[src/rtl/ttpm_pkg.sv]
// Shared types, constants and constant tables of the tile-turn pixel mapper.
// Used by ttpm_recip_div and tile_turn_pixel_mapper_core; depends on nothing.
package ttpm_pkg;

	localparam int TILE_BITS  = 6;                    // 64 x 64 pixel tiles
	localparam int COORD_W    = 12;                   // sample coordinate width
	localparam int PIXEL_W    = 13;                   // signed destination coordinate
	localparam int PHASE_CFG_W = 9;                   // signed frame phase register
	localparam int FIX_BITS   = 16;                   // 16.16 fixed point steps
	localparam int DEN_W      = 6;                    // divisors are 0..63
	localparam int SPAN_NUM_W = 12;                   // span and edge numerators
	localparam int STEP_NUM_W = FIX_BITS + TILE_BITS; // step numerators
	localparam int GLOSS_W    = 8;

	typedef logic [TILE_BITS-1:0] tcoord_t;

	localparam tcoord_t EDGE       = '1;              // last pixel inside a tile
	localparam tcoord_t LAST_PHASE = '1;              // fully turned tile
	localparam tcoord_t FIRST_PHASE = '0;             // untouched tile

	// Fold corners of the turning tile for one phase.
	typedef struct packed {
		tcoord_t ax;
		tcoord_t ay;
	} corner_t;

	// Corner positions per phase. Phases that are not listed (the two pass-through
	// phases, 1..5 where the fold has not moved yet, and 58..62) sit at the tile edge.
	function automatic corner_t ttpm_corner(input tcoord_t ph);
		corner_t c;
		case (ph) inside
			6'd6, 6'd7:   c = '{ax: 6'd1,  ay: 6'd62};
			6'd8, 6'd9:   c = '{ax: 6'd2,  ay: 6'd61};
			6'd10, 6'd11: c = '{ax: 6'd3,  ay: 6'd60};
			6'd12:        c = '{ax: 6'd4,  ay: 6'd59};
			6'd13:        c = '{ax: 6'd5,  ay: 6'd58};
			6'd14:        c = '{ax: 6'd5,  ay: 6'd56};
			6'd15:        c = '{ax: 6'd6,  ay: 6'd55};
			6'd16:        c = '{ax: 6'd7,  ay: 6'd54};
			6'd17:        c = '{ax: 6'd8,  ay: 6'd53};
			6'd18:        c = '{ax: 6'd9,  ay: 6'd52};
			6'd19:        c = '{ax: 6'd9,  ay: 6'd50};
			6'd20:        c = '{ax: 6'd10, ay: 6'd49};
			6'd21:        c = '{ax: 6'd12, ay: 6'd47};
			6'd22:        c = '{ax: 6'd13, ay: 6'd46};
			6'd23:        c = '{ax: 6'd15, ay: 6'd44};
			6'd24:        c = '{ax: 6'd15, ay: 6'd42};
			6'd25:        c = '{ax: 6'd17, ay: 6'd40};
			6'd26:        c = '{ax: 6'd18, ay: 6'd39};
			6'd27:        c = '{ax: 6'd20, ay: 6'd37};
			6'd28:        c = '{ax: 6'd22, ay: 6'd35};
			6'd29:        c = '{ax: 6'd24, ay: 6'd33};
			6'd30:        c = '{ax: 6'd26, ay: 6'd31};
			6'd31:        c = '{ax: 6'd28, ay: 6'd29};
			6'd32:        c = '{ax: 6'd34, ay: 6'd35};
			6'd33:        c = '{ax: 6'd32, ay: 6'd37};
			6'd34:        c = '{ax: 6'd30, ay: 6'd39};
			6'd35:        c = '{ax: 6'd28, ay: 6'd41};
			6'd36:        c = '{ax: 6'd26, ay: 6'd43};
			6'd37:        c = '{ax: 6'd24, ay: 6'd45};
			6'd38:        c = '{ax: 6'd23, ay: 6'd46};
			6'd39:        c = '{ax: 6'd21, ay: 6'd48};
			6'd40:        c = '{ax: 6'd19, ay: 6'd48};
			6'd41:        c = '{ax: 6'd17, ay: 6'd50};
			6'd42:        c = '{ax: 6'd16, ay: 6'd51};
			6'd43:        c = '{ax: 6'd14, ay: 6'd53};
			6'd44:        c = '{ax: 6'd13, ay: 6'd54};
			6'd45:        c = '{ax: 6'd11, ay: 6'd54};
			6'd46:        c = '{ax: 6'd10, ay: 6'd55};
			6'd47:        c = '{ax: 6'd9,  ay: 6'd56};
			6'd48:        c = '{ax: 6'd8,  ay: 6'd57};
			6'd49:        c = '{ax: 6'd7,  ay: 6'd58};
			6'd50:        c = '{ax: 6'd5,  ay: 6'd58};
			6'd51:        c = '{ax: 6'd4,  ay: 6'd59};
			6'd52, 6'd53: c = '{ax: 6'd3,  ay: 6'd60};
			6'd54, 6'd55: c = '{ax: 6'd2,  ay: 6'd61};
			6'd56, 6'd57: c = '{ax: 6'd1,  ay: 6'd62};
			default:      c = '{ax: 6'd0,  ay: 6'd63};
		endcase
		return c;
	endfunction

	// White gloss level out of 256, only lit around the start of the turn.
	function automatic logic [GLOSS_W-1:0] ttpm_gloss(input tcoord_t ph);
		logic [GLOSS_W-1:0] g;
		case (ph) inside
			6'd4, 6'd12: g = 8'd16;
			6'd5, 6'd11: g = 8'd48;
			6'd6, 6'd10: g = 8'd80;
			6'd7, 6'd9:  g = 8'd128;
			6'd8:        g = 8'd192;
			default:     g = 8'd0;
		endcase
		return g;
	endfunction

endpackage

[src/rtl/ttpm_recip_div.sv]
// Registered unsigned divider by a 6-bit divisor: reciprocal table and one multiply.
// Depends on ttpm_pkg for the divisor width.
module ttpm_recip_div #(
	parameter int NUM_W = 12    // 1..24; exact floor for every numerator of this width
) (
	input  logic                        clk,
	input  logic                        en,
	input  logic [NUM_W-1:0]            num,
	input  logic [ttpm_pkg::DEN_W-1:0]  den,
	output logic [NUM_W-1:0]            quo
);
	import ttpm_pkg::*;

	// With a shift of NUM_W + DEN_W the rounded-up reciprocal gives the exact floor.
	localparam int SHIFT   = NUM_W + DEN_W;
	localparam int RECIP_W = SHIFT + 1;
	localparam int DEPTH   = 1 << DEN_W;

	logic [RECIP_W-1:0]       recip_tab [DEPTH];
	logic [RECIP_W-1:0]       recip;
	logic [NUM_W+RECIP_W-1:0] prod;
	logic [NUM_W-1:0]         quo_q;

	// A zero divisor yields a zero quotient, which the datapath relies on.
	assign recip_tab[0] = '0;
	for (genvar Den = 1; Den < DEPTH; Den++) begin : g_recip
		localparam longint RV = ((longint'(1) << SHIFT) + Den - 1) / Den;
		assign recip_tab[Den] = RECIP_W'(RV);
	end

	assign recip = recip_tab[den];
	assign prod  = {{RECIP_W{1'b0}}, num} * {{NUM_W{1'b0}}, recip};

	always_ff @(posedge clk) begin
		if (en) begin
			quo_q <= NUM_W'(prod >> SHIFT);
		end
	end

	assign quo = quo_q;

endmodule

[src/rtl/tile_turn_pixel_mapper_core.sv]
// Tile-turn pixel mapper: maps each destination pixel to its sample position.
// Depends on ttpm_pkg and instantiates ttpm_recip_div.
//
// Channel  | Direction | Handshake                   | Payload
// ---------+-----------+-----------------------------+----------------------------------------
// config   | in        | global_phase_we             | global_phase
// pixel    | in        | in_valid / in_stall         | pixel_x, pixel_y
// result   | out       | out_valid / out_stall       | blank, second_image, source_x,
//          |           |                             | source_y, gloss_level
//
// One transaction per clock is accepted while the result is not stalled, and one result per
// transaction is produced through seven register stages, of which S3 and S5 hold the dividers.
// Reset (arst_n low) empties the pipeline and sets the global phase to zero.
// A stalled result freezes the whole pipeline in place, so in_stall is out_valid and
// out_stall; bubbles are carried along as invalid stages and nothing is dropped.
//
// Stage plan:
//   S1  split coordinates into tile and offset, compute and clamp the tile phase.
//   S2  look up the fold corners and form numerators and divisors of the span edges.
//   S3  divide (reciprocal multiply) for span left/right and the source edge points.
//   S4  assemble span, edge points and the step numerators; test the pixel against the span.
//   S5  divide the source delta by the span length minus one for the 16.16 steps.
//   S6  multiply each signed step by the advance along the span.
//   S7  add the tile base and start point, select the result: this is the output register.
module tile_turn_pixel_mapper_core (
	input  logic                                    clk,
	input  logic                                    arst_n,
	input  logic                                    global_phase_we,
	input  logic signed [ttpm_pkg::PHASE_CFG_W-1:0] global_phase,
	input  logic                                    in_valid,
	output logic                                    in_stall,
	input  logic signed [ttpm_pkg::PIXEL_W-1:0]     pixel_x,
	input  logic signed [ttpm_pkg::PIXEL_W-1:0]     pixel_y,
	output logic                                    out_valid,
	input  logic                                    out_stall,
	output logic                                    blank,
	output logic                                    second_image,
	output logic [ttpm_pkg::COORD_W-1:0]            source_x,
	output logic [ttpm_pkg::COORD_W-1:0]            source_y,
	output logic [ttpm_pkg::GLOSS_W-1:0]            gloss_level
);
	import ttpm_pkg::*;

	// Per-pixel facts that ride along the pipeline next to the arithmetic.
	typedef struct packed {
		logic                neg;     // negative coordinate: nothing to show
		logic                pass;    // tile at rest: sample the pixel itself
		logic                second;  // sample the second image
		logic [GLOSS_W-1:0]  gloss;
		tcoord_t             tx;
		tcoord_t             ty;
		tcoord_t             wx;
		tcoord_t             wy;
	} side_t;

	localparam int PHASE_RAW_W = PHASE_CFG_W + 2;
	localparam int PROD_W      = STEP_NUM_W + 1 + TILE_BITS + 1;

	// The pipeline moves as one unless a finished result is waiting.
	logic pipe_en;
	assign pipe_en  = !(out_valid && out_stall);
	assign in_stall = !pipe_en;

	// Configuration register.
	logic signed [PHASE_CFG_W-1:0] gphase_q;

	always_ff @(posedge clk or negedge arst_n) begin
		if (!arst_n) begin
			gphase_q <= '0;
		end else if (global_phase_we) begin
			gphase_q <= global_phase;
		end
	end

	// Valid bits of the stages.
	logic v_s1, v_s2, v_s3, v_s4, v_s5, v_s6, v_s7;

	always_ff @(posedge clk or negedge arst_n) begin
		if (!arst_n) begin
			v_s1 <= 1'b0;
			v_s2 <= 1'b0;
			v_s3 <= 1'b0;
			v_s4 <= 1'b0;
			v_s5 <= 1'b0;
			v_s6 <= 1'b0;
			v_s7 <= 1'b0;
		end else if (pipe_en) begin
			v_s1 <= in_valid;
			v_s2 <= v_s1;
			v_s3 <= v_s2;
			v_s4 <= v_s3;
			v_s5 <= v_s4;
			v_s6 <= v_s5;
			v_s7 <= v_s6;
		end
	end

	// ---------------------------------------------------------------- S1
	// The tile phase runs two steps behind per tile to the right and two steps ahead
	// per tile downward, and is clamped to the phase range.
	logic                          neg_in;
	tcoord_t                       tx_in, ty_in, wx_in, wy_in, ph_in;
	logic signed [PHASE_RAW_W-1:0] ph_raw;

	assign neg_in = pixel_x[PIXEL_W-1] | pixel_y[PIXEL_W-1];
	assign tx_in  = pixel_x[COORD_W-1:TILE_BITS];
	assign ty_in  = pixel_y[COORD_W-1:TILE_BITS];
	assign wx_in  = pixel_x[TILE_BITS-1:0];
	assign wy_in  = pixel_y[TILE_BITS-1:0];

	always_comb begin
		ph_raw = PHASE_RAW_W'(gphase_q)
		       - PHASE_RAW_W'(signed'({1'b0, tx_in, 1'b0}))
		       + PHASE_RAW_W'(signed'({1'b0, ty_in, 1'b0}));
		if (ph_raw < 0) begin
			ph_in = FIRST_PHASE;
		end else if (ph_raw > PHASE_RAW_W'(signed'({1'b0, LAST_PHASE}))) begin
			ph_in = LAST_PHASE;
		end else begin
			ph_in = ph_raw[TILE_BITS-1:0];
		end
	end

	logic    neg_s1;
	tcoord_t tx_s1, ty_s1, wx_s1, wy_s1, ph_s1;

	always_ff @(posedge clk) begin
		if (pipe_en) begin
			neg_s1 <= neg_in;
			tx_s1  <= tx_in;
			ty_s1  <= ty_in;
			wx_s1  <= wx_in;
			wy_s1  <= wy_in;
			ph_s1  <= ph_in;
		end
	end

	// ---------------------------------------------------------------- S2
	// The turned tile is a quadrilateral whose left side runs through corner A
	// and whose right side runs through corner B, the point mirrored about the
	// tile center. Each edge on a row is a base plus a quotient.
	function automatic logic [SPAN_NUM_W-1:0] mul6(input tcoord_t a, input tcoord_t b);
		return SPAN_NUM_W'({6'b0, a} * {6'b0, b});
	endfunction

	corner_t                 cn;
	tcoord_t                 bx, by;
	logic                    a_le, b_le;
	side_t                   side_in2;
	logic [SPAN_NUM_W-1:0]   ln, rn, sn, en_num;
	tcoord_t                 ld, rd, sd, ed, lb, rb;

	assign cn   = ttpm_corner(ph_s1);
	assign bx   = EDGE - cn.ax;
	assign by   = EDGE - cn.ay;
	assign a_le = wy_s1 <= cn.ay;
	assign b_le = wy_s1 <= by;

	always_comb begin
		side_in2.neg    = neg_s1;
		side_in2.pass   = (ph_s1 == FIRST_PHASE) || (ph_s1 == LAST_PHASE);
		side_in2.second = ph_s1[TILE_BITS-1];
		side_in2.gloss  = ttpm_gloss(ph_s1);
		side_in2.tx     = tx_s1;
		side_in2.ty     = ty_s1;
		side_in2.wx     = wx_s1;
		side_in2.wy     = wy_s1;

		// Left edge of the span.
		if (a_le) begin
			lb = '0;
			ln = mul6(cn.ax, wy_s1);
			ld = cn.ay;
		end else if (cn.ay == EDGE) begin
			lb = EDGE;
			ln = '0;
			ld = '0;
		end else begin
			lb = cn.ax;
			ln = mul6(EDGE - cn.ax, wy_s1 - cn.ay);
			ld = EDGE - cn.ay;
		end

		// Right edge of the span.
		if (b_le) begin
			rb = (by == '0) ? EDGE : '0;
			rn = mul6(bx, wy_s1);
			rd = by;
		end else if (by == EDGE) begin
			rb = EDGE;
			rn = '0;
			rd = '0;
		end else begin
			rb = bx;
			rn = mul6(EDGE - bx, wy_s1 - by);
			rd = EDGE - by;
		end

		// Source start point walks down the left tile side, then along the bottom.
		if (a_le) begin
			sn = mul6(EDGE, wy_s1);
			sd = cn.ay;
		end else begin
			sn = mul6(EDGE, wy_s1 - cn.ay);
			sd = EDGE - cn.ay;
		end

		// Source end point walks along the top, then down the right tile side.
		if (b_le) begin
			en_num = mul6(EDGE, wy_s1);
			ed     = by;
		end else begin
			en_num = mul6(EDGE, wy_s1 - by);
			ed     = EDGE - by;
		end
	end

	side_t                 side_s2;
	logic [SPAN_NUM_W-1:0] ln_s2, rn_s2, sn_s2, en_s2;
	tcoord_t               ld_s2, rd_s2, sd_s2, ed_s2, lb_s2, rb_s2;
	logic                  sa_s2, eb_s2, ez_s2;

	always_ff @(posedge clk) begin
		if (pipe_en) begin
			side_s2 <= side_in2;
			ln_s2   <= ln;
			rn_s2   <= rn;
			sn_s2   <= sn;
			en_s2   <= en_num;
			ld_s2   <= ld;
			rd_s2   <= rd;
			sd_s2   <= sd;
			ed_s2   <= ed;
			lb_s2   <= lb;
			rb_s2   <= rb;
			sa_s2   <= a_le;
			eb_s2   <= b_le;
			ez_s2   <= (by == '0);
		end
	end

	// ---------------------------------------------------------------- S3
	logic [SPAN_NUM_W-1:0] lq_s3, rq_s3, sq_s3, eq_s3;

	ttpm_recip_div #(.NUM_W(SPAN_NUM_W)) u_div_left (
		.clk(clk), .en(pipe_en), .num(ln_s2), .den(ld_s2), .quo(lq_s3)
	);
	ttpm_recip_div #(.NUM_W(SPAN_NUM_W)) u_div_right (
		.clk(clk), .en(pipe_en), .num(rn_s2), .den(rd_s2), .quo(rq_s3)
	);
	ttpm_recip_div #(.NUM_W(SPAN_NUM_W)) u_div_start (
		.clk(clk), .en(pipe_en), .num(sn_s2), .den(sd_s2), .quo(sq_s3)
	);
	ttpm_recip_div #(.NUM_W(SPAN_NUM_W)) u_div_end (
		.clk(clk), .en(pipe_en), .num(en_s2), .den(ed_s2), .quo(eq_s3)
	);

	side_t   side_s3;
	tcoord_t lb_s3, rb_s3;
	logic    sa_s3, eb_s3, ez_s3;

	always_ff @(posedge clk) begin
		if (pipe_en) begin
			side_s3 <= side_s2;
			lb_s3   <= lb_s2;
			rb_s3   <= rb_s2;
			sa_s3   <= sa_s2;
			eb_s3   <= eb_s2;
			ez_s3   <= ez_s2;
		end
	end

	// ---------------------------------------------------------------- S4
	// The edge quotients never exceed the tile edge, so six bits hold them.
	tcoord_t                left, right_raw, right, sx, sy, ex, ey;
	tcoord_t                dxmag, dymag, adv, lenm1;
	logic                   dxneg, dyneg, span;

	always_comb begin
		left      = lb_s3 + lq_s3[TILE_BITS-1:0];
		right_raw = rb_s3 + rq_s3[TILE_BITS-1:0];
		right     = (left > right_raw) ? left : right_raw;

		sx = sa_s3 ? '0 : sq_s3[TILE_BITS-1:0];
		sy = sa_s3 ? sq_s3[TILE_BITS-1:0] : EDGE;
		ex = eb_s3 ? (ez_s3 ? EDGE : eq_s3[TILE_BITS-1:0]) : EDGE;
		ey = eb_s3 ? '0 : eq_s3[TILE_BITS-1:0];

		// The step is a truncating division of a signed delta: divide the
		// magnitude and put the sign back afterwards.
		dxneg = ex < sx;
		dyneg = ey < sy;
		dxmag = dxneg ? (sx - ex) : (ex - sx);
		dymag = dyneg ? (sy - ey) : (ey - sy);

		span  = (side_s3.wx >= left) && (side_s3.wx <= right);
		adv   = side_s3.wx - left;
		lenm1 = right - left;
	end

	side_t                 side_s4;
	tcoord_t               sx_s4, sy_s4, adv_s4, lenm1_s4;
	logic                  dxneg_s4, dyneg_s4, span_s4;
	logic [STEP_NUM_W-1:0] xnum_s4, ynum_s4;

	always_ff @(posedge clk) begin
		if (pipe_en) begin
			side_s4  <= side_s3;
			sx_s4    <= sx;
			sy_s4    <= sy;
			adv_s4   <= adv;
			lenm1_s4 <= lenm1;
			dxneg_s4 <= dxneg;
			dyneg_s4 <= dyneg;
			span_s4  <= span;
			xnum_s4  <= {dxmag, {FIX_BITS{1'b0}}};
			ynum_s4  <= {dymag, {FIX_BITS{1'b0}}};
		end
	end

	// ---------------------------------------------------------------- S5
	// A one-pixel span divides by zero and gets a zero step from the divider.
	logic [STEP_NUM_W-1:0] qx_s5, qy_s5;

	ttpm_recip_div #(.NUM_W(STEP_NUM_W)) u_div_step_x (
		.clk(clk), .en(pipe_en), .num(xnum_s4), .den(lenm1_s4), .quo(qx_s5)
	);
	ttpm_recip_div #(.NUM_W(STEP_NUM_W)) u_div_step_y (
		.clk(clk), .en(pipe_en), .num(ynum_s4), .den(lenm1_s4), .quo(qy_s5)
	);

	side_t   side_s5;
	tcoord_t sx_s5, sy_s5, adv_s5;
	logic    dxneg_s5, dyneg_s5, span_s5;

	always_ff @(posedge clk) begin
		if (pipe_en) begin
			side_s5  <= side_s4;
			sx_s5    <= sx_s4;
			sy_s5    <= sy_s4;
			adv_s5   <= adv_s4;
			dxneg_s5 <= dxneg_s4;
			dyneg_s5 <= dyneg_s4;
			span_s5  <= span_s4;
		end
	end

	// ---------------------------------------------------------------- S6
	logic signed [STEP_NUM_W:0]  stx, sty;
	logic signed [TILE_BITS:0]   adv_sgn;

	assign stx     = dxneg_s5 ? -signed'({1'b0, qx_s5}) : signed'({1'b0, qx_s5});
	assign sty     = dyneg_s5 ? -signed'({1'b0, qy_s5}) : signed'({1'b0, qy_s5});
	assign adv_sgn = signed'({1'b0, adv_s5});

	side_t                    side_s6;
	tcoord_t                  sx_s6, sy_s6;
	logic                     span_s6;
	logic signed [PROD_W-1:0] prod_x_s6, prod_y_s6;

	always_ff @(posedge clk) begin
		if (pipe_en) begin
			side_s6   <= side_s5;
			sx_s6     <= sx_s5;
			sy_s6     <= sy_s5;
			span_s6   <= span_s5;
			prod_x_s6 <= PROD_W'(stx) * PROD_W'(adv_sgn);
			prod_y_s6 <= PROD_W'(sty) * PROD_W'(adv_sgn);
		end
	end

	// ---------------------------------------------------------------- S7
	// Floor of the 16.16 offset is an arithmetic shift; only the low coordinate
	// bits of it matter once the sum wraps to the coordinate width.
	logic [COORD_W-1:0] map_x, map_y;
	logic               blank_d, second_d;
	logic [COORD_W-1:0] src_x_d, src_y_d;
	logic [GLOSS_W-1:0] gloss_d;

	assign map_x = {side_s6.tx, {TILE_BITS{1'b0}}} + COORD_W'(sx_s6)
	             + prod_x_s6[FIX_BITS+COORD_W-1:FIX_BITS];
	assign map_y = {side_s6.ty, {TILE_BITS{1'b0}}} + COORD_W'(sy_s6)
	             + prod_y_s6[FIX_BITS+COORD_W-1:FIX_BITS];

	always_comb begin
		blank_d  = 1'b1;
		second_d = 1'b0;
		src_x_d  = '0;
		src_y_d  = '0;
		gloss_d  = '0;
		if (side_s6.neg) begin
			// Nothing to show outside the image.
		end else if (side_s6.pass) begin
			blank_d  = 1'b0;
			second_d = side_s6.second;
			src_x_d  = {side_s6.tx, side_s6.wx};
			src_y_d  = {side_s6.ty, side_s6.wy};
		end else begin
			second_d = side_s6.second;
			gloss_d  = side_s6.gloss;
			if (span_s6) begin
				blank_d = 1'b0;
				src_x_d = map_x;
				src_y_d = map_y;
			end
		end
	end

	logic               blank_s7, second_s7;
	logic [COORD_W-1:0] src_x_s7, src_y_s7;
	logic [GLOSS_W-1:0] gloss_s7;

	always_ff @(posedge clk) begin
		if (pipe_en) begin
			blank_s7  <= blank_d;
			second_s7 <= second_d;
			src_x_s7  <= src_x_d;
			src_y_s7  <= src_y_d;
			gloss_s7  <= gloss_d;
		end
	end

	assign out_valid    = v_s7;
	assign blank        = blank_s7;
	assign second_image = second_s7;
	assign source_x     = src_x_s7;
	assign source_y     = src_y_s7;
	assign gloss_level  = gloss_s7;

	// ---------------------------------------------------------------- checks
	// A blank pixel never carries a sample position.
	a_blank_zero: assert property (@(posedge clk) disable iff (!arst_n)
		out_valid && blank |-> source_x == '0 && source_y == '0)
		else $error("blank result carries a source position");

	// Gloss only lights tiles early in the turn, which still show the first image.
	a_gloss_first: assert property (@(posedge clk) disable iff (!arst_n)
		out_valid && gloss_level != '0 |-> !second_image)
		else $error("gloss on a second-image result");

	// A waiting result freezes every stage of the pipeline.
	a_stall_hold: assert property (@(posedge clk) disable iff (!arst_n)
		out_valid && out_stall |=>
			out_valid && $stable({v_s1, v_s2, v_s3, v_s4, v_s5, v_s6}))
		else $error("pipeline moved under a stalled result");

	// A pixel in a one-pixel span sits exactly at the span start.
	a_span_step: assert property (@(posedge clk) disable iff (!arst_n)
		v_s4 && span_s4 && lenm1_s4 == '0 |-> adv_s4 == '0)
		else $error("advance beyond a one-pixel span");

endmodule
[config.mk]
export PLATFORM = sky130hd
export DESIGN_NAME = tile_turn_pixel_mapper_core
export DESIGN_NICKNAME = d
export VERILOG_FILES = /design/src/rtl/ttpm_pkg.sv /design/src/rtl/ttpm_recip_div.sv /design/src/rtl/tile_turn_pixel_mapper_core.sv
export SDC_FILE = /design/constraint.sdc
export NUM_CORES = 2
export LEC_CHECK = 0
export ABC_CLOCK_PERIOD_IN_PS = 38400
export BUFFER_PORTS_ARGS = -buffer_cell sky130_fd_sc_hd__buf_2
export CAP_MARGIN = 15
export CORE_MARGIN = 2
export CORE_UTILIZATION = 40
export CTS_BUF_LIST = sky130_fd_sc_hd__clkbuf_8 sky130_fd_sc_hd__clkbuf_16
export DETAILED_ROUTE_END_ITERATION = 12
export GPL_ROUTABILITY_DRIVEN = 0
export PLACE_DENSITY = 0.65
export SLEW_MARGIN = 20
export SYNTH_ARGS = -nofsm -noshare
export SYNTH_HDL_FRONTEND = slang
export SYNTH_SLANG_ARGS = --single-unit
[constraint.sdc]
create_clock -name clk -period 38.4 [get_ports clk]
set_input_delay 3.84 -clock clk [delete_from_list [all_inputs] [get_ports clk]]
set_output_delay 3.84 -clock clk [all_outputs]
set_load 0.005 [all_outputs]
==> impl_metrics.env <==
export IMPL_ys_ff_latch=499
export IMPL_finalSetupViolCount=0
export IMPL_synthToLayoutAreaGrowth_pct=6.02
export IMPL_grt_pass1_vias=57100
export IMPL_die_w_um=435
export IMPL_design_area_mm2=0.0787
export IMPL_cts_tree="done"
export IMPL_yosysTopAreaCell="fa_1"
export IMPL_grt_overflow=0
export IMPL_period_needed_ns=8.59
export IMPL_tns_ns=0
export IMPL_firstDrtPassIters=8
export IMPL_critPathKind="in2out"
export IMPL_totalWireLength_mm=177
export IMPL_grt_max_degree=177
export IMPL_clock_fmax_ghz=0.116
export IMPL_status="finished clean"
export IMPL_end_kind="primary output"
export IMPL_synth_ff_type="edfxtp_1"
export IMPL_io_buffers=71
export IMPL_cts_made_buffers=50
export IMPL_die_area_mm2=0.189
export IMPL_rr_startpoint="ed_s2[0]"
export IMPL_ant_nets=0
export IMPL_avgSynthCellArea_um2=9.28
export IMPL_worst_slew_pin_slew_ns=1.16
export IMPL_syn_instance_count=8005
export IMPL_multi_input_area_mm2=0.0531
export IMPL_drive_gt1_share_pct=4.68
export IMPL_synth_most_common_cell="nand2_1"
export IMPL_fin_crit_sh_pct=22.4
export IMPL_worstPathArrival_ns=4.75
export IMPL_start_util_pct=40.2
export IMPL_cp_required_ns=34.56
export IMPL_routed_via_count=54600
export IMPL_synth_area_mm2=0.0743
export IMPL_worstPathMaxFanout=80
export IMPL_fin_ws_ns=29.81
export IMPL_hpwl_mm=135
export IMPL_ff2ff_path_depth=27
export IMPL_htreeDepth=2
export IMPL_nFillCells=17700
export IMPL_dpl_cell_area_mm2=0.0769
export IMPL_fin_nets=9598
export IMPL_endpoint="in_stall"
export IMPL_maxCapViolCount=0
export IMPL_hold_class="reg2reg"
export IMPL_drt_iter0_markers=4212
export IMPL_drv_slew=0
export IMPL_async_flop_share_pct=3.21
export IMPL_dp_cells=10200
export IMPL_fin_worst_skew_ns=0.0439
export IMPL_ys_types=97
export IMPL_ys_seq_area_share_pct=20.1
export IMPL_startpoint="out_stall"
export IMPL_wl_per_cell_um=17.2
export IMPL_regToRegSetupSlack_ns=29.97
export IMPL_cts_buffer_depth=3
export IMPL_maxSlewHeadroom_pct=22.5
export IMPL_hold_viol_final=0
export IMPL_cts_sinks=499
export IMPL_core_area_mm2=0.185
export IMPL_root_buffer="clkbuf_16"
export IMPL_layout_cells_non_filler=10300
export IMPL_synth_warnings=0
export IMPL_globalRouteTotalUtil_pct=18.8
export IMPL_cpMostUsedCell="buf_2"
export IMPL_post_cts_buffers=0
export IMPL_drc_errors=0
export IMPL_critPathMaxStageDelay_ns=0.45
export IMPL_viasPerCell=5.29
export IMPL_regToRegEndpoint="u_div_end.quo[5]"
export IMPL_grt_first_pass_wirelength_mm=295
export IMPL_ioPinCount=76
export IMPL_startpoint_type="input port"
export IMPL_synthDominantCellAreaShare_pct=30.1
export IMPL_cts_hold_buffers_added=0
export IMPL_antenna_found_initial=4
export IMPL_insertion_delay_ns=0.64
export IMPL_ff_latch_area_mm2=0.0149
export IMPL_rsz0062_at_grt="no"
export IMPL_rows=158
export IMPL_critPathSlowestCell="nand2_8"
export IMPL_die_h_um=435
export IMPL_synth_top_cells_by_count="nand2_1, inv_1, fa_1, ha_1, edfxtp_1"
export IMPL_synthTopCellsByArea="fa_1, edfxtp_1, ha_1, nand2_1, inv_1"
export IMPL_synth_edf_count=483
export IMPL_path_cells="buf_2, nand2_8, inv_1, buf_2"
export IMPL_path_clk_slew_ns=0.06
export IMPL_cts_resized=0
export IMPL_dp_slack_ns=29.45
==> registers in the layout (all words and copies together) (netlist names), 9 cells and up <==
register,flops
prod_y_s6,12
en_s2,12
u_div_step_x.quo,22
u_div_step_y.quo,22
prod_x_s6,12
side_s3,31
side_s6,31
ln_s2,12
source_y,12
sn_s2,12
side_s5,31
side_s4,31
source_x,12
gphase_q,9
side_s2,31
rn_s2,12
==> critical path: cells and delay by family <==
family	cells	cell delay [ns]
simple gates	1	0.45
buf+inv	3	0.42
==> layout make-up <==
type | instances | area share (%)
multi-input combinational | 5818 | 67.4
sequential | 499 | 18.9
inverter | 1249 | 5.96
tap | 2480 | 3.94
clock buffer | 51 | 1.62
timing repair buffer | 180 | 1.53
clock inverter | 42 | 0.612
antenna | 1 | 0.00318
==> per-stage QoR <==
step | util, % | hold slack (ns)
after floorplan | - | 0.400
after global placement | 41.6 | 0.400
after detailed placement | 41.6 | 0.405
after CTS | 42.5 | 0.383
after global routing | 42.6 | 0.393
final | 42.6 | 0.385
==> placed cells by master (no fill, tap or decap), types with 17 or more instances in the layout <==
master,instances
o21ai_0,241
o22ai_1,22
o21a_1,20
a21oi_1,341
nor2b_1,107
ha_1,645
a22oi_1,24
o31ai_1,22
mux2i_1,29
edfxtp_1,483
and2_1,380
a221oi_1,21
and3_1,29
buf_2,71
fa_1,1115
a211oi_1,51
o21bai_1,47
mux2_2,35
nand3_1,57
nand2b_1,110
a21o_1,102
clkbuf_16,51
inv_1,1246
xor2_1,75
a31oi_1,41
or2_2,17
nor3_1,47
nand4_1,19
xnor2_1,252
buf_4,106
nand2_1,1354
nor2_1,341
o211ai_1,32
==> routing by layer <==
layer  GRT usage, %  share of wire (%)  wire [um]  up-vias
li1               -                  -          -    25100
met1           24.9                 42      75300    27400
met2           32.5                 49      87400     1695
met3           2.28                5.8      10300      321
met4           4.69                2.4       4320        0
met5              0                  0          0        -
==> cells by family after synthesis <==
group                      count (synthesis)  share of synthesized area, %
AOI/OAI and AO/OA                       1110                          9.50
DFF                                      499                          20.1
buffers and inverters                   1691                          8.61
xor gates and xnor gates                 328                          3.88
adders and majority gates               1760                          40.9
and+or+nand+nor                         2537                          15.6
other                                      1                       0.00505
muxes                                     79                          1.38
==> worst min path at each step <==
stage                startpoint          end  slack, ns  depth (start not counted)
floorplan             adv_s4[0]    adv_s5[0]       0.40                          0
global route            span_s4      span_s5       0.39                          0
finish                 sy_s5[0]     sy_s6[0]       0.39                          0
CTS                    sy_s5[0]     sy_s6[0]       0.38                          0
detailed placement    adv_s4[1]    adv_s5[1]       0.40                          0
global placement    side_s2[33]  side_s3[33]       0.40                          0
Power is left out: the tool's default activity adds up to more than one toggle a clock period on the data nets, which glitch-free logic cannot reach.
